==> src/rtl/smeu_pkg.sv <==
// Shared types and constants for the stack machine execute unit.
`timescale 1ns / 1ps
`default_nettype none

package smeu_pkg;

	localparam int STACK_DEPTH   = 64;
	localparam int MEM_WORDS     = 256;
	localparam int PROGRAM_WORDS = 1024;

	localparam int SP_W    = $clog2(STACK_DEPTH + 1);
	localparam int SIDX_W  = $clog2(STACK_DEPTH);
	localparam int MADDR_W = $clog2(MEM_WORDS);
	localparam int PC_W    = $clog2(PROGRAM_WORDS);
	localparam int WORD_W  = 32;

	typedef enum logic [3:0] {
		OP_RET = 4'd0,
		OP_JMP = 4'd1,
		OP_BR  = 4'd2,
		OP_LDC = 4'd3,
		OP_ST  = 4'd4,
		OP_LD  = 4'd5,
		OP_ADD = 4'd6,
		OP_SUB = 4'd7,
		OP_CMP = 4'd8
	} cmd_t;

	typedef enum logic [2:0] {
		ST_OK        = 3'd0,
		ST_END_VALUE = 3'd1,
		ST_END_EMPTY = 3'd2,
		ST_UNDER     = 3'd3,
		ST_OVER      = 3'd4,
		ST_HALTED    = 3'd5
	} status_t;

	typedef struct packed {
		logic [3:0]         command;
		logic signed [31:0] constant;
		logic [7:0]         mem_address;
		logic [9:0]         jump_target;
	} in_item_t;

	typedef struct packed {
		logic signed [31:0] top_value;
		logic [6:0]         stack_depth;
		logic               branch_taken;
		logic [9:0]         branch_target;
		logic [2:0]         status;
	} out_item_t;

	// stack update requested by the execute logic
	typedef struct packed {
		logic              push;
		logic              pop;
		logic [WORD_W-1:0] data;
	} stk_op_t;

	// cached view of the stack
	typedef struct packed {
		logic [SP_W-1:0]   sp;
		logic [WORD_W-1:0] top;
		logic [WORD_W-1:0] next;
		logic [WORD_W-1:0] third;
	} stk_view_t;

	typedef struct packed {
		logic               en;
		logic [MADDR_W-1:0] addr;
		logic [WORD_W-1:0]  data;
	} dm_wr_t;

endpackage

`default_nettype wire

==> src/rtl/smeu_stack.sv <==
// Operand stack: top two entries in registers, deeper entries in a spill memory.
`timescale 1ns / 1ps
`default_nettype none

module smeu_stack (
	input  wire                 clk,
	input  wire                 arst_n,
	input  smeu_pkg::stk_op_t   op,
	output smeu_pkg::stk_view_t view
);
	import smeu_pkg::*;

	logic [WORD_W-1:0] smem [STACK_DEPTH];
	logic [SP_W-1:0]   sp_q;
	logic [SP_W-1:0]   sp_n;
	logic [WORD_W-1:0] top_q;
	logic [WORD_W-1:0] next_q;
	logic [WORD_W-1:0] third_q;
	logic [SP_W-1:0]   waddr_full;
	logic [SP_W-1:0]   raddr_full;
	logic [SIDX_W-1:0] waddr;
	logic [SIDX_W-1:0] raddr;
	logic              wen;

	always_comb begin
		sp_n = sp_q;
		if (op.push) begin
			sp_n = sp_q + SP_W'(1);
		end else if (op.pop) begin
			sp_n = sp_q - SP_W'(1);
		end
	end

	// next_q spills to memory entry sp-2 on a push
	assign wen        = op.push && (sp_q >= SP_W'(2));
	assign waddr_full = sp_q - SP_W'(2);
	assign waddr      = waddr_full[SIDX_W-1:0];
	// third_q tracks entry sp-3 of the coming pointer
	assign raddr_full = sp_n - SP_W'(3);
	assign raddr      = raddr_full[SIDX_W-1:0];

	always_ff @(posedge clk or negedge arst_n) begin
		if (!arst_n) begin
			sp_q <= '0;
		end else begin
			sp_q <= sp_n;
		end
	end

	always_ff @(posedge clk) begin
		if (op.push) begin
			top_q  <= op.data;
			next_q <= top_q;
		end else if (op.pop) begin
			top_q  <= next_q;
			next_q <= third_q;
		end
	end

	always_ff @(posedge clk) begin
		if (wen) begin
			smem[waddr] <= next_q;
		end
		third_q <= (wen && (waddr == raddr)) ? next_q : smem[raddr];
	end

	assign view = '{sp: sp_q, top: top_q, next: next_q, third: third_q};

endmodule

`default_nettype wire

==> config.mk <==
export PLATFORM = sky130hd
export DESIGN_NAME = smeu_stack
export DESIGN_NICKNAME = d
export VERILOG_FILES = /design/src/rtl/smeu_pkg.sv /design/src/rtl/smeu_stack.sv
export SDC_FILE = /design/constraint.sdc
export NUM_CORES = 2
export LEC_CHECK = 0
export BUFFER_PORTS_ARGS = -buffer_cell sky130_fd_sc_hd__buf_2
export CORE_ASPECT_RATIO = 0.9
export CORE_MARGIN = 2
export CORE_UTILIZATION = 45
export CTS_BUF_LIST = sky130_fd_sc_hd__clkbuf_2
export CTS_CLUSTER_SIZE = 20
export DETAILED_ROUTE_END_ITERATION = 16
export SLEW_MARGIN = 20
export SYNTH_ARGS = -nofsm -noshare
export SYNTH_HDL_FRONTEND = slang
export SYNTH_SLANG_ARGS = --single-unit
==> constraint.sdc <==
create_clock -name clk -period 3 [get_ports clk]
set_clock_uncertainty 0.05 [all_clocks]
set_input_delay 0.6 -clock clk [delete_from_list [all_inputs] [get_ports clk]]
set_output_delay 0.6 -clock clk [all_outputs]
set_load 0.01 [all_outputs]
== Word level (Yosys, flattened, before mapping) ==
Memory sizes are Yosys's and may differ from the RTL's. A register that Yosys moved wholly into a read port is not among the register bits.
Index checks and enable logic that the tools add are counted.
Word-level totals
  bits of input ports: 36
  bits in read-only memories: 0
  output and inout bits: 103
  register bits after elaboration: 71
  latch bits: 0
  memory bits (writable): 2048
  memories: 1
Cells by class
  bitwise logic cells: 0
  $mul: 0
  add/subtract/negate cells: 4
  divide/modulo/power cells: 0
  shifts and indexed selects: 0
  $lt $le $gt $ge: 1
  equality and inequality tests: 0
  multiplexer cells: 8
  reductions and logical operators: 2
Memories
  smem: depth 64, width 32, read ports 1, clocked after memory_dff 1, wr ports 1, RTL line smeu_stack.sv:13  | logic [WORD_W-1:0] smem [STACK_DEPTH];
Operator list (count)
  $mux W32: 4
  $mux W7: 2
  $sub A6 B2 Y6 const B: 2
  $add A7 B1 Y7 const B: 1
  $ge A7 B2 Y1 const B: 1
  $sub A7 B1 Y7 const B: 1
  $mux W1: 2
  $reduce_bool A2 Y1: 1
  $logic_and A1 B1 Y1: 1

== Depth between registers and ports, before layout ==
  word-level depth: 4
  mapped depth: 10

== Worst setup path before layout ==
OpenSTA, ideal clock, no wires.
  path kind: input-to-reg
  start: in op[33] (netlist name)
  end: mem smem[25][0] (enable)
  required time: 2.529 ns
  buffers on the path: 3
  path slack: -0.524 ns
  stages on the path: 5
  setup time: 0.421 ns
  arrival: 3.052 ns
  cells stage by stage: clkbuf_1 > clkbuf_1 > clkbuf_1 > nand3_1 > nor2_1
On the way
  longest elaborated chain between the ends: 3
Ends and longest elaborated chain
  start, declared: RTL line smeu_stack.sv:8  | input smeu_pkg::stk_op_t op,
  $logic_and A1 B1 Y1: RTL line smeu_stack.sv:35  | assign wen = op.push && (sp_q >= SP_W'(2));
  $mux W1: RTL line smeu_stack.sv:61  | if (wen) begin
  $mux W1 (implied by the code): RTL line smeu_stack.sv:62  | smem[waddr] <= next_q;
  end, declared: RTL line smeu_stack.sv:13
Every way passes these cells.

==> results.toml <==
[timing]
totalNegativeSetupSlack_ns = -65.94
min_period_ns = 5.04
achievable-frequency_mhz = 198
final.setup.worst_slack_ns = -2.04
tightest_slew_ns = 1.20
slew_viol_final = 0
period_share_pct = 168
maxSlewHeadroom_pct = 20.1
setup_repair_after_global_routing_missed_its_margin = "yes"
hold-worst-slack_ns = 0.358
final-setup-viol-count = 76
hold_violations = 0

[min_path]
holdPathStages = 6
timing.hold.worst.start = "op[32]"
holdPathEnd = "sp_q[1]"
hold_path.class = "primary input to flip-flop"

[drt]
wl_per_cell_um = 32.2
vias_after_detailed_routing = 45400
drt_drc_violations_left = 0
routed_wirelength_mm = 247
drt-pass1-iter-count = 6
route.detailed.vias_per_inst = 5.91
detail_route.iter0.violations = 6013
drt.antenna.violating_nets = 0

[synthesis]
most_frequently_used_cell_type_in_the_post_synthesis_netlist = "sky130_fd_sc_hd__edfxtp_1"
synth_seq_cells = 2125
sequential_area_share_after_synthesis_pct = 77.8
yosys-top-cells-area = "sky130_fd_sc_hd__edfxtp_1 (77%), sky130_fd_sc_hd__mux4_2 (13%), sky130_fd_sc_hd__mux2i_1 (3.4%)"
top_cell_type_s_share_of_synthesized_area_pct = 77.4
postSynthAreaPerCell_um2 = 22.2
postSynthNetCount = 3735
asyncSetResetFlopFracSynth_pct = 0.329
ys.flop_type = "sky130_fd_sc_hd__edfxtp_1"
top_cell_type_by_total_area_after_synthesis = "sky130_fd_sc_hd__edfxtp_1"
synth_area_um2 = 81900
yosys_warnings = 0
synthesis.instances = 3695
synth_edf_count = 2112
yosys_cell_types = 47
synthTopCellsByCount = "sky130_fd_sc_hd__edfxtp_1 (2,112), sky130_fd_sc_hd__mux4_2 (480), sky130_fd_sc_hd__mux2i_1 (282)"

[finish]
area.growth.synth_to_final_pct = 21.7
multi_input_gate_area_in_the_final_layout_um2 = 18400
number_of_fill_cells_in_the_layout = 13900
final_design_instance_area_without_fill_um2 = 99800
layoutNonFillerInstCount = 7681
seqCellArea_um2 = 63700
finish.net_count = 4994
layout_cells_sized_above_1_pct = 44.2

[floorplanning]
die-area_um2 = 186000
die_width_um = 454
io_pins = 139
rows = 148
y_dimension_of_the_die_um = 409
placeableCoreArea_um2 = 181000
initial_core_utilization_pct = 45.3

[global_route]
grt_antenna_before_repair = 15
grt.overflow.total = 0
grt_usage_pct = 26.4
first_global_vias = 45500
maximum_number_of_pins_on_one_net_before_global_route_repair = 97
grt_first_pass_wirelength_mm = 341

[pwr]
ir_worst_vdd_mv = 0.557
power-per-cell-area_nw_per_um2 = 1020
power.static_leakage_nw = 34.3

[status]
violations = "setup timing"
status = "finished, violations left"

[worst_setup_path]
reg2regPathDepth = 11
path_max_fanout = 7
regToRegEndpoint = "next_q[17]"
worst-r2r-setup-slack_ns = 0.04
critical_path.startpoint_type = "flip-flop"
cp-end-kind = "output pin"
worstPathRequired_ns = 2.35
crit_arrival_ns = 4.39
critPathKind = "flip-flop to output pin"

[clock_network]
h_tree_lvls = 6
worst_setup_hold_path_clk_slew_ns = 0.10
numCtsBuffers = 537
maximum_root_to_sink_buffer_count = 4
ctsRootBufferMaster = "sky130_fd_sc_hd__clkbuf_2"
numClockSinks = 2125
clk_latency_ns = 1.76
tritoncts = "done"

[place]
final_replace_weighted_congestion = 0.853
post_dp_cell_area_um2 = 90500
portBuffers = 138
place_hpwl_mm = 137
place_inst = 6496

[flow_run]
drv.max_cap_violation_count = 0
[power by group]
group | internal, mW | leakage [nW] | switching [mW]
Combinational | 20.5 | 11.6 | 24.0
Sequential | 38.5 | 19.3 | 0.864
Clock | 7.12 | 3.39 | 11.3
[cell usage in the layout (no fill, tap or decap), types with 41 or more instances in the layout]
| cell | synthesis | routed |
|---|---|---|
| sky130_fd_sc_hd__nor2_1 | 134 | 41 |
| sky130_fd_sc_hd__clkinv_1 | 0 | 90 |
| sky130_fd_sc_hd__edfxtp_1 | 2112 | 2112 |
| sky130_fd_sc_hd__mux2i_1 | 282 | 265 |
| sky130_fd_sc_hd__buf_4 | 34 | 415 |
| sky130_fd_sc_hd__buf_12 | 0 | 171 |
| sky130_fd_sc_hd__mux2_2 | 41 | 41 |
| sky130_fd_sc_hd__clkbuf_2 | 0 | 735 |
| sky130_fd_sc_hd__dlygate4sd3_1 | 0 | 105 |
| sky130_fd_sc_hd__buf_6 | 6 | 109 |
| sky130_fd_sc_hd__nand2_1 | 90 | 87 |
| sky130_fd_sc_hd__buf_2 | 81 | 74 |
| sky130_fd_sc_hd__nor2_4 | 0 | 84 |
| sky130_fd_sc_hd__mux4_2 | 480 | 480 |
| sky130_fd_sc_hd__a22oi_1 | 47 | 46 |
[per-layer routing]
| layer | share of wire, % | GRT usage (%) |
|---|---|---|
| met4 | 3.0 | 9.14 |
| met2 | 47 | 40.4 |
| met5 | 0.0049 | 0 |
| met1 | 40 | 37.7 |
| met3 | 9.8 | 5.83 |
[critical path, cell delays in order (launching register included)]
cell and delay, ns:
sky130_fd_sc_hd__dfxtp_4 0.40, sky130_fd_sc_hd__buf_12 0.15, sky130_fd_sc_hd__buf_16 0.17, sky130_fd_sc_hd__buf_12 0.15
sky130_fd_sc_hd__mux4_2 0.49, sky130_fd_sc_hd__mux4_2 0.50, sky130_fd_sc_hd__mux2i_4 0.31, sky130_fd_sc_hd__buf_6 0.16
sky130_fd_sc_hd__and2_4 0.15, sky130_fd_sc_hd__nor2_4 0.05, sky130_fd_sc_hd__buf_6 0.14
[cells by family after synthesis]
group / share of synthesized area (%)
fa+ha+maj: 0.0611
compound gates: 1.69
xor+xnor: 0.107
flops: 77.8
simple gates: 1.91
mux: 17.2
buf+inv: 1.28
[metrics by stage]
step	setup WS, ns	util, %	total power, mW
after detailed placement	-0.873	50.0	76.8
after CTS	-2.26	54.7	101
after global routing	-2.31	55.1	106
final	-2.04	55.1	102
after global placement	-0.855	50.0	76.4
after floorplan	-0.470	-	58.9
[repair_timing]
action	in CTS	in global routing
pin swaps	22	20
endpoints found under the hold margin	2168	0
cloned	18	5
resized for setup	253	141
setup buffers	160	55
setup endpoints to repair	112	249
hold buffers	105	0
[sequential cells by signal, summed over array words and instances, names as in the netlist, named ones only]
signal / flops
smem: 2048
next_q: 32
sp_q: 7
top_q: 32
[layout make-up]
cell class	count	area share (%)
timing repair buffer	921	10.3
clock buffer	735	3.69
inverter	5	0.0226
clock inverter	122	0.661
antenna	9	0.0226
sequential	2125	63.9
tap	2400	3.01
multi-input combinational	1364	18.5
[how the worst max path moves through the flow]
stage / cells after the start / endpoint / slack, ns / from
floorplan: 5 / smem[60][0] / -0.47 / op[33]
global placement: 9 / view[0] / -0.85 / flip-flop
detailed placement: 9 / view[0] / -0.87 / flip-flop
CTS: 11 / view[3] / -2.26 / flip-flop
global route: 12 / view[21] / -2.31 / flip-flop
finish: 10 / view[12] / -2.04 / flip-flop
No activity file was read; power rests on OpenSTA's default activity.
