===== src/rtl/smeu_pkg.sv =====
// Shared types and constants for the stack machine execute unit.
`timescale 1ns / 1ps
`default_nettype none

package smeu_pkg;

	localparam int STACK_DEPTH   = 64;
	localparam int MEM_WORDS     = 256;
	localparam int PROGRAM_WORDS = 1024;

	localparam int SP_W    = $clog2(STACK_DEPTH + 1);
	localparam int SIDX_W  = $clog2(STACK_DEPTH);
	localparam int MADDR_W = $clog2(MEM_WORDS);
	localparam int PC_W    = $clog2(PROGRAM_WORDS);
	localparam int WORD_W  = 32;

	typedef enum logic [3:0] {
		OP_RET = 4'd0,
		OP_JMP = 4'd1,
		OP_BR  = 4'd2,
		OP_LDC = 4'd3,
		OP_ST  = 4'd4,
		OP_LD  = 4'd5,
		OP_ADD = 4'd6,
		OP_SUB = 4'd7,
		OP_CMP = 4'd8
	} cmd_t;

	typedef enum logic [2:0] {
		ST_OK        = 3'd0,
		ST_END_VALUE = 3'd1,
		ST_END_EMPTY = 3'd2,
		ST_UNDER     = 3'd3,
		ST_OVER      = 3'd4,
		ST_HALTED    = 3'd5
	} status_t;

	typedef struct packed {
		logic [3:0]         command;
		logic signed [31:0] constant;
		logic [7:0]         mem_address;
		logic [9:0]         jump_target;
	} in_item_t;

	typedef struct packed {
		logic signed [31:0] top_value;
		logic [6:0]         stack_depth;
		logic               branch_taken;
		logic [9:0]         branch_target;
		logic [2:0]         status;
	} out_item_t;

	// stack update requested by the execute logic
	typedef struct packed {
		logic              push;
		logic              pop;
		logic [WORD_W-1:0] data;
	} stk_op_t;

	// cached view of the stack
	typedef struct packed {
		logic [SP_W-1:0]   sp;
		logic [WORD_W-1:0] top;
		logic [WORD_W-1:0] next;
		logic [WORD_W-1:0] third;
	} stk_view_t;

	typedef struct packed {
		logic               en;
		logic [MADDR_W-1:0] addr;
		logic [WORD_W-1:0]  data;
	} dm_wr_t;

endpackage

`default_nettype wire


===== src/rtl/smeu_exec.sv =====
// Instruction decode and execute: stack, memory and branch updates plus the result.
`timescale 1ns / 1ps
`default_nettype none

module smeu_exec (
	input  smeu_pkg::in_item_t          item,
	input  smeu_pkg::stk_view_t         view,
	input  wire                         halted,
	input  wire [smeu_pkg::WORD_W-1:0]  dm_rd,
	output smeu_pkg::stk_op_t           stk_op,
	output smeu_pkg::dm_wr_t            dm_wr,
	output logic                        halt_set,
	output smeu_pkg::out_item_t         result
);
	import smeu_pkg::*;

	logic [WORD_W-1:0] sum;
	logic [WORD_W-1:0] diff;
	logic [WORD_W-1:0] sign;
	logic [WORD_W-1:0] ret_value;
	logic              ret_set;
	logic [WORD_W-1:0] top_after;
	logic [SP_W-1:0]   sp_after;
	status_t           status;
	logic              taken;
	logic              full;

	assign sum  = view.top + view.next;
	assign diff = view.top - view.next;
	assign full = view.sp >= SP_W'(STACK_DEPTH);

	always_comb begin
		if ($signed(view.top) > $signed(view.next)) begin
			sign = WORD_W'(1);
		end else if ($signed(view.top) < $signed(view.next)) begin
			sign = '1;
		end else begin
			sign = '0;
		end
	end

	always_comb begin
		stk_op    = '0;
		dm_wr     = '0;
		halt_set  = 1'b0;
		status    = ST_OK;
		taken     = 1'b0;
		ret_set   = 1'b0;
		ret_value = '0;
		dm_wr.addr = item.mem_address[MADDR_W-1:0];
		dm_wr.data = view.top;
		if (halted) begin
			status = ST_HALTED;
		end else begin
			case (cmd_t'(item.command))
				OP_RET: begin
					halt_set = 1'b1;
					ret_set  = 1'b1;
					if (view.sp != '0) begin
						stk_op.pop = 1'b1;
						ret_value  = view.top;
						status     = ST_END_VALUE;
					end else begin
						status = ST_END_EMPTY;
					end
				end
				OP_JMP: begin
					taken = 1'b1;
				end
				OP_BR: begin
					taken = (view.sp != '0) && (view.top != '0);
				end
				OP_LDC, OP_LD: begin
					if (full) begin
						status = ST_OVER;
					end else begin
						stk_op.push = 1'b1;
						stk_op.data = (cmd_t'(item.command) == OP_LDC) ?
							item.constant : dm_rd;
					end
				end
				OP_ST: begin
					if (view.sp == '0) begin
						status = ST_UNDER;
					end else begin
						stk_op.pop = 1'b1;
						dm_wr.en   = 1'b1;
					end
				end
				OP_ADD, OP_SUB, OP_CMP: begin
					if (view.sp < SP_W'(2)) begin
						status = ST_UNDER;
					end else if (full) begin
						status = ST_OVER;
					end else begin
						stk_op.push = 1'b1;
						case (cmd_t'(item.command))
							OP_ADD:  stk_op.data = sum;
							OP_SUB:  stk_op.data = diff;
							default: stk_op.data = sign;
						endcase
					end
				end
				default: begin
				end
			endcase
		end
	end

	always_comb begin
		sp_after  = view.sp;
		top_after = view.top;
		if (stk_op.push) begin
			sp_after  = view.sp + SP_W'(1);
			top_after = stk_op.data;
		end else if (stk_op.pop) begin
			sp_after  = view.sp - SP_W'(1);
			top_after = view.next;
		end
	end

	always_comb begin
		result.top_value     = ret_set ? ret_value :
			((sp_after == '0) ? '0 : top_after);
		result.stack_depth   = sp_after;
		result.branch_taken  = taken;
		result.branch_target = taken ? item.jump_target[PC_W-1:0] : '0;
		result.status        = status;
	end

endmodule

`default_nettype wire


===== config.mk =====
export PLATFORM = sky130hd
export DESIGN_NAME = smeu_exec
export DESIGN_NICKNAME = d
export VERILOG_FILES = /design/src/rtl/smeu_pkg.sv /design/src/rtl/smeu_exec.sv
export SDC_FILE = /design/constraint.sdc
export NUM_CORES = 1
export LEC_CHECK = 0
export BUFFER_PORTS_ARGS = -buffer_cell sky130_fd_sc_hd__buf_2
export CAP_MARGIN = 20
export CORE_UTILIZATION = 32
export DETAILED_ROUTE_END_ITERATION = 7
export GPL_ROUTABILITY_DRIVEN = 0
export PLACE_DENSITY = 0.68
export SYNTH_ARGS = -nofsm -noshare
export SYNTH_HDL_FRONTEND = slang
export SYNTH_SLANG_ARGS = --single-unit

===== constraint.sdc =====
create_clock -name vclk -period 5.15
set_clock_uncertainty 0.2 [all_clocks]
set_input_delay 0.2575 -clock vclk [all_inputs]
set_output_delay 0.2575 -clock vclk [all_outputs]
set_load 0.1 [all_outputs]

Yosys cells after proc, flatten, opt, wreduce, memory -nomap -nowiden
Cells that the tools add are included.

cells by class
  reduce and logical (&&, ||, !) cells = 8
  $lt $le $gt $ge = 4
  equality and inequality tests = 8
  multiplexer cells = 37
  add/subtract/negate cells = 4

operator list
  cell                                                                          count
  32-bit 2-to-1 mux                                                             13
  32-bit one-hot mux with 2 select lines                                        2
  34-bit 2-to-1 mux                                                             1
  32-bit adder                                                                  1
  32-bit > comparator                                                           1
  32-bit less-than comparator                                                   1
  32-bit nonzero test                                                           1
  32-bit subtractor                                                             1
  4-bit by 3-bit equality test with 1-bit output, second input constant         4
  7-bit logical NOT                                                             2
  7-bit 2-to-1 mux                                                              2
  3-bit one-hot mux with 4 select lines                                         1
  10-bit 2-to-1 mux                                                             1
  1-bit 2-to-1 mux                                                              9
  3-bit 2-to-1 mux                                                              3
  4-bit by 2-bit equality test with 1-bit output, second input constant         2
  7-bit by 1-bit adder with 7-bit output, second input constant                 1
  7-bit greater-or-equal comparator, second input constant                      1
  7-bit by 2-bit less-than comparator with 1-bit output, second input constant  1
  7-bit nonzero test                                                            1
  7-bit by 1-bit subtractor with 7-bit output, second input constant            1
  1-bit one-hot mux with 2 select lines                                         3
  4-bit by 1-bit equality test with 1-bit output, second input constant         1
  4-bit equality test, second input constant                                    1
  other kinds (5)                                                               6

word-level totals
  register bits after elaboration = 0
  logic and storage cells = 61
  input port bits = 190
  output and inout port bits = 129

Longest topological paths before layout
Gate-level depths: netlist of the first run.

  depth after elaboration = 13
  mapped depth = 17
  depth with buffers taken out = 13

Worst setup path before layout of the first run
Ideal clock, no wire load.

  path kind = in2out
  start point = input port item[51] (netlist bit)
  end point = output port result[48] (netlist bit)
  slack = -1.789 ns
  buffers on the path = 5
  data required time = 4.693 ns
  arrival time = 6.481 ns
  stages = 14
  path through = buf_2 -> nor4b_1 -> o221ai_2 -> a211o_1 -> buf_4 -> inv_2 -> buf_6 -> nand4_1 -> o31ai_1 -> xor2_1 -> o31ai_2 -> buf_4 -> buf_4 -> o31ai_1

RTL lines
  element      line             RTL
  from (decl)  smeu_exec.sv:6   input smeu_pkg::in_item_t item,
  to (decl)    smeu_exec.sv:13  output smeu_pkg::out_item_t result

==> results_dict.tcl, run 1 <==
set metrics [dict create \
    status "completed" \
    seq_area_um2 0 \
    dpl.hpwl_um 23000 \
    port_buffers 271 \
    synth_warnings 0 \
    start_util_pct 32.9 \
    ys_seq_area_share_pct 0 \
    drc 0 \
    yosys.cell_types.count 74 \
    hold_buffers 0 \
    synth_top_area_share_pct 12.9 \
    finalHoldViolations 0 \
    area_growth_pct 22.9 \
    min_period_ns 4.70 \
    dieArea_um2 20800 \
    crit_end "result[45]" \
    power.density_nw_per_um2 140 \
    crit_fanout 6 \
    vias 8940 \
    grt_pass1_vias 8089 \
    nets 1527 \
    grt_pass1_wl_um 43000 \
    syn_area_per_cell_um2 5.94 \
    rsz0062_at_grt "no" \
    drv_slew 0 \
    fmax_mhz 213 \
    worstMarginPinSlew_ns 1.00 \
    yosysTopAreaCell "ha_1" \
    p_leak_nw 3.83 \
    grt_usage_pct 26.4 \
    antenna_left 0 \
    synth_area_um2 6470 \
    die_h_um 144 \
    antenna_found_initial 4 \
    postCtsSetupBuffers 0 \
    max_cap_viol_count 0 \
    antennaDiodeCount 0 \
    vdd_ir_drop_max_mv 0.0875 \
    endpoint_kind "output pin" \
    drt_iter0_markers 718 \
    seq_cells 0 \
    synth_area_leaders "ha_1 13%, a21oi_1 11%, nand2_1 9.6%" \
    max-slew-margin-rel_pct 32.7 \
    wl_per_cell_um 18.7 \
    final_layout_size_suffix_gt1_share_pct 27.9 \
    critPathKind "primary input to output pin" \
    cp.required_ns 4.69 \
    pin_count 319 \
    hold_path.class "primary input to output pin" \
    wl_um 28700 \
    cp-start-kind "primary input" \
    rows 51 \
    drt_first_pass_iters 5 \
    netlist_instances 1089 \
    grt_max_degree 53 \
    clock_buffers 0 \
    fp.dieW_um 144 \
    cp-startpoint "view[64]" \
    holdWs_ns 0.315 \
    final-instance-count-excl-fill 1531 \
    core_um2 19700 \
    setup_violations 0 \
    cts_resized 0 \
    period_share_pct 91.3 \
    worstPathArrival_ns 4.25 \
    grt_overflow_total 0 \
    dp_cells 1531 \
    syn-num-nets 1348 \
    vias_per_cell 5.84 \
]
report_power, final:
| part | switching [mW] | internal, mW | leakage [nW] |
|---|---|---|---|
| logic | 0.813 | 0.304 | 3.83 |
| clock network | 0 | 0 | 0 |
| registers | 0 | 0 | 0 |
cells in the final DEF (no fill, tap or decap), types with 9 or more instances in the layout:
cell type	Yosys	final
buf_2	3	269
nand2_1	165	165
a21oi_1	147	133
nor2_1	85	84
inv_1	70	70
o21ai_0	87	70
ha_1	67	67
a21o_1	32	32
xnor2_1	28	24
buf_4	44	23
nor4_1	19	19
a211oi_1	19	19
o21ai_2	1	17
nor3_1	16	16
nand4_1	16	16
o31ai_1	16	15
a21oi_2	0	14
nand3_1	13	13
a31oi_1	14	13
and2_1	12	12
mux2i_1	12	12
nor2b_1	11	11
o21bai_1	10	10
o211ai_1	9	9
worst min-delay path by stage:
stage | from | endpoint | slack (ns) | depth (start not counted)
after global placement | item[11] | dm_wr[33] | 0.32 | 0
after detailed placement | item[11] | dm_wr[33] | 0.32 | 0
after floorplan | view[64] | dm_wr[0] | 0.53 | 1
after CTS | item[11] | dm_wr[33] | 0.32 | 0
final | item[12] | dm_wr[34] | 0.32 | 0
after global routing | item[15] | dm_wr[37] | 0.32 | 0
metal layers:
metal,GRT usage [%],part of all wire (%),vias up
li1,-,-,4234
met1,35.2,42,4077
met2,42.6,43,529
met3,3.68,9.9,94
met4,10.1,4.3,6
met5,0,0.11,-
area by class of cell:
type,instances,area (µm²)
fillers,2168,11700
inverters,75,284
multi-input cells,897,5780
well taps,265,332
repair buffers,294,1560
Yosys cell counts (all sizes together) (17+ instances only):
library cell  count
a211oi           19
o21ai            92
nor4             19
buf              51
ha               67
a21oi           147
o31ai            17
clkbuf           66
a21o             32
inv              73
xnor2            28
nand2           165
nor2             85
cell families (layout without fill, tap and decap cells):
kind of cell	count (synthesis)	count (layout)	share of synthesized area (%)
compound gates	416	416	40.3
fa+ha+maj	70	70	13.7
mux	13	13	2.03
xor+xnor	34	34	4.60
buf+inv	192	369	14.0
simple gates	364	364	25.3
worst max-delay path: stages:
cell	delay, ns
buf_2	0.16
ha_1	0.18
inv_1	0.05
fa_1	0.39
o21bai_1	0.21
o211ai_1	0.19
a2111oi_0	0.81
a221oi_1	0.32
a21oi_1	0.46
a21oi_1	0.14
a21oi_1	0.17
xnor2_1	0.26
o21ai_1	0.14
nand2_1	0.09
buf_2	0.42
metrics by stage:
step	util [%]	area, µm²	setup WS [ns]	setup TNS [ns]	total power [mW]
after floorplan	-	6650	-0.205	-0.205	0.872
after global placement	40.5	7960	0.616	0	1.09
after detailed placement	40.5	7960	0.503	0	1.09
after CTS	40.5	7960	0.480	0	1.10
after global routing	40.5	7960	0.298	0	1.19
final	40.5	7960	0.447	0	1.12
Note: power is estimated with default switching activity, not from simulation.
==> inputs of run 2 (changes only) <==
--- a/config.mk
+++ b/config.mk
@@ -7,10 +7,11 @@
 export LEC_CHECK = 0
 export BUFFER_PORTS_ARGS = -buffer_cell sky130_fd_sc_hd__buf_2
 export CAP_MARGIN = 20
-export CORE_UTILIZATION = 32
+export CORE_AREA = 2 2 124 126
 export DETAILED_ROUTE_END_ITERATION = 7
+export DIE_AREA = 0 0 126 128
 export GPL_ROUTABILITY_DRIVEN = 0
-export PLACE_DENSITY = 0.68
+export PLACE_DENSITY = 0.86
 export SYNTH_ARGS = -nofsm -noshare
 export SYNTH_HDL_FRONTEND = slang
 export SYNTH_SLANG_ARGS = --single-unit
==> run 2 against run 1 <==
Clock-buffer cell count unchanged. Flip-flop and latch count is the same. Critical endpoint is now result[44]. Worst setup slack gained 0.076 ns. First-iteration DRC count grew 72%. Largest power group unchanged.
==> results_dict.tcl, run 2 (synthesis results as in run 1) <==
set metrics [dict create \
    status "completed" \
    power.density_nw_per_um2 141 \
    fin_setup_tns_ns 0 \
    grt_overflow_total 0 \
    max_cap_viol_count 0 \
    p_leak_nw 3.82 \
    setup_violations 0 \
    area_growth_pct 21.0 \
    die_h_um 128 \
    dp_cells 1450 \
    grt_max_degree 54 \
    dpl.hpwl_um 21300 \
    wl_per_cell_um 18.5 \
    antenna_left 0 \
    period_share_pct 89.9 \
    drv_slew 0 \
    rsz0062_at_grt "no" \
    drt_first_pass_iters 6 \
    vias_per_cell 6.20 \
    vias 8995 \
    grt_pass1_vias 8248 \
    grt_usage_pct 30.6 \
    hold_buffers 0 \
    postCtsSetupBuffers 0 \
    final_layout_size_suffix_gt1_share_pct 27.7 \
    cp-start-kind "primary input" \
    port_buffers 271 \
    seq_area_um2 0 \
    cp.required_ns 4.69 \
    wl_um 26800 \
    pin_count 319 \
    rows 45 \
    clock_buffers 0 \
    vdd_ir_drop_max_mv 0.0749 \
    worstMarginPinSlew_ns 0.878 \
    grt_pass1_wl_um 41200 \
    layout.cells.most_common_list "269 x buf_2, 165 x nand2_1, 133 x a21oi_1" \
    core_um2 14900 \
    hold_path.class "primary input to output pin" \
    antenna_found_initial 1 \
    power.total_mw 1.11 \
    start_util_pct 43.6 \
    critPathKind "primary input to output pin" \
    drc 0 \
    endpoint_kind "output pin" \
    nets 1524 \
    drt_iter0_markers 1234 \
    antennaDiodeCount 0 \
    fin_ws_ns 0.523 \
    pre_cts_ws_ns 0.646 \
    dieArea_um2 16100 \
    final_common_cell "buf_2" \
    fmax_mhz 216 \
    max-slew-margin-rel_pct 41.4 \
    final-instance-count-excl-fill 1451 \
    cts_resized 0 \
    worstPathArrival_ns 4.17 \
    seq_cells 0 \
    min_period_ns 4.63 \
    holdWs_ns 0.315 \
    finalHoldViolations 0 \
    fp.dieW_um 126 \
    crit_fanout 5 \
]
## run 2: changes by cell type in the layout (fill, tap and decap cells not counted), sizes merged
cell,before,now
clkbuf,0,1
buf,294,290
## run 2: report_power, final
group | switching (mW) | internal [mW]
Combinational | 0.806 | 0.301
Clock | 0 | 0
Sequential | 0 | 0
## run 2: worst paths after layout
| check | slack, ns | from | to | cells past startpoint |
|---|---|---|---|---|
| worst max-delay path | 0.52 | view[33] | result[44] | 14 |
| worst min-delay path | 0.32 | item[11] | dm_wr[33] | 0 |
## run 2: layout make-up
cell class,count,area (µm²)
fill,1467,7030
inverter,75,284
timing repair buffer,291,1530
multi-input combinational,897,5780
tap,188,235
## run 2: critical path: stages
cell and delay, ns:
buf_2 0.14, inv_1 0.09, ha_1 0.31, nor2b_1 0.07, o311ai_0 0.57, nand2_1 0.15
a31o_2 0.26, a21oi_1 0.26, o221ai_1 0.36, a31o_2 0.36, or4_1 0.52, a31oi_2 0.24
a221o_1 0.16, buf_2 0.42
## run 2: per-stage QoR
stage          cell area, µm²  utilization (%)
6_report                 7840             52.7
5_1_grt                  7840             52.7
4_1_cts                  7830             52.7
3_5_place_dp             7830             52.7
3_3_place_gp             7830             52.7
2_1_floorplan            6650                -
## run 2: layer usage
| metal | part of all wire, % | GRT usage, % | vias to the layer above |
|---|---|---|---|
| li1 | - | - | 4218 |
| met1 | 39 | 39.0 | 4052 |
| met2 | 44 | 50.5 | 611 |
| met3 | 12 | 5.97 | 112 |
| met4 | 5.0 | 12.5 | 2 |
| met5 | 0.048 | 0 | - |
==> inputs of run 3 (changes only) <==
--- a/config.mk
+++ b/config.mk
@@ -11,7 +11,7 @@
 export DETAILED_ROUTE_END_ITERATION = 7
 export DIE_AREA = 0 0 126 128
 export GPL_ROUTABILITY_DRIVEN = 0
-export PLACE_DENSITY = 0.86
+export PLACE_DENSITY = 0.85
 export SYNTH_ARGS = -nofsm -noshare
 export SYNTH_HDL_FRONTEND = slang
 export SYNTH_SLANG_ARGS = --single-unit
==> run 3 against run 2 <==
Global-route usage grew 0.15 points. Sequential share of layout area unchanged. Clock-buffer cell count did not move. Critical endpoint is now stk_op[20]. Via count up 0.30%. Final cell count hardly changed. Critical path type unchanged. Largest power group unchanged. Fmax increased by 1.2%. Flip-flop and latch count stayed put. Non-clock buffer count unchanged. Critical path depth is 1 higher. Largest cell class unchanged.
==> results_dict.tcl, run 3 (synthesis results as in run 1) <==
set metrics [dict create \
    status "completed" \
    seq_cells 0 \
    rsz0062_at_grt "no" \
    grt_usage_pct 30.7 \
    grt_pass1_vias 8246 \
    crit_end "stk_op[20]" \
    drt_iter0_markers 1284 \
    pin_count 319 \
    worstMarginPinSlew_ns 0.769 \
    design_area_um2 7840 \
    worstPathArrival_ns 4.12 \
    drv_slew 0 \
    min_from "item[12]" \
    wl_per_cell_um 18.6 \
    power.density_nw_per_um2 141 \
    vias 9022 \
    postCtsSetupBuffers 0 \
    start_util_pct 43.6 \
    setup_violations 0 \
    cp-startpoint "view[64]" \
    power.total_mw 1.11 \
    nets 1524 \
    drt_first_pass_iters 8 \
    place_area_um2 7830 \
    cts_resized 0 \
    rows 45 \
    vdd_ir_drop_max_mv 0.0903 \
    antenna_left 0 \
    crit_fanout 6 \
    period_share_pct 88.8 \
    clock_buffers 0 \
    critPathKind "primary input to output pin" \
    grt_max_degree 53 \
    max-slew-margin-rel_pct 48.7 \
    hold_buffers 0 \
    final_layout_size_suffix_gt1_share_pct 27.7 \
    grt_overflow_total 0 \
    final_common_cell "buf_2" \
    dieArea_um2 16100 \
    die_h_um 128 \
    endpoint_kind "output pin" \
    fmax_mhz 219 \
    wl_um 27000 \
    layout.cells.most_common_list "269 x buf_2, 165 x nand2_1, 133 x a21oi_1" \
    vias_per_cell 6.21 \
    max_cap_viol_count 0 \
    antenna_found_initial 1 \
    min_period_ns 4.57 \
    drc 0 \
    core_um2 14900 \
    finalHoldViolations 0 \
    area_growth_pct 21.1 \
    grt_pass1_wl_um 41200 \
    hold_path.class "primary input to output pin" \
    cp.required_ns 4.69 \
    seq_area_um2 0 \
    fp.dieW_um 126 \
    dpl.hpwl_um 21200 \
    port_buffers 271 \
    n_fill_cell 1475 \
    p_leak_nw 3.82 \
    cp-start-kind "primary input" \
]
[run 3: how the worst min path moves through the flow]
stage	end	slack (ns)	depth (start not counted)
finish	dm_wr[34]	0.32	0
global route	dm_wr[35]	0.32	0
CTS	dm_wr[37]	0.32	0
detailed placement	dm_wr[37]	0.32	0
global placement	dm_wr[37]	0.32	0
floorplan	dm_wr[0]	0.53	1
[run 3: where the power goes]
group          leakage, nW  switching (mW)  internal [mW]
logic                 3.82           0.807          0.302
registers                0               0              0
clock network   0.00000634               0   0.0000000259
total                 3.82           0.807          0.302
[run 3: layout make-up]
type	count	area, µm²	area share [%]
inverters	75	284	3.62
diodes	1	2.50	0.0319
repair buffers	291	1530	19.6
well taps	188	235	3.00
multi-input cells	897	5780	73.8
[run 3: stage by stage]
stage	hold WS [ns]	std cells	utilization, %	TNS, ns	setup WS, ns
after CTS	0.316	1450	52.7	0	0.668
final	0.315	1452	52.7	0	0.576
after floorplan	0.527	1089	-	-0.205	-0.205
after global placement	0.316	1450	52.7	0	0.730
after detailed placement	0.316	1450	52.7	0	0.678
after global routing	0.315	1451	52.7	0	0.305
[run 3: metal layers]
metal	track usage (%)	vias to the layer above	share of wire (%)
li1	-	4211	-
met2	51.6	702	44
met5	0	-	0
met1	39.5	3985	39
met3	4.67	124	13
met4	12.3	0	4.9
[run 3: worst max-delay path: stages]
cell and delay, ns:
buf_2 0.16, ha_1 0.20, inv_1 0.06, fa_1 0.38
o21bai_1 0.22, o211ai_1 0.18, a2111oi_0 0.69, a221oi_1 0.31
a21oi_1 0.46, nor2_1 0.08, nor2_1 0.16, xnor2_1 0.19
o21ai_0 0.14, a21oi_1 0.18, buf_2 0.46
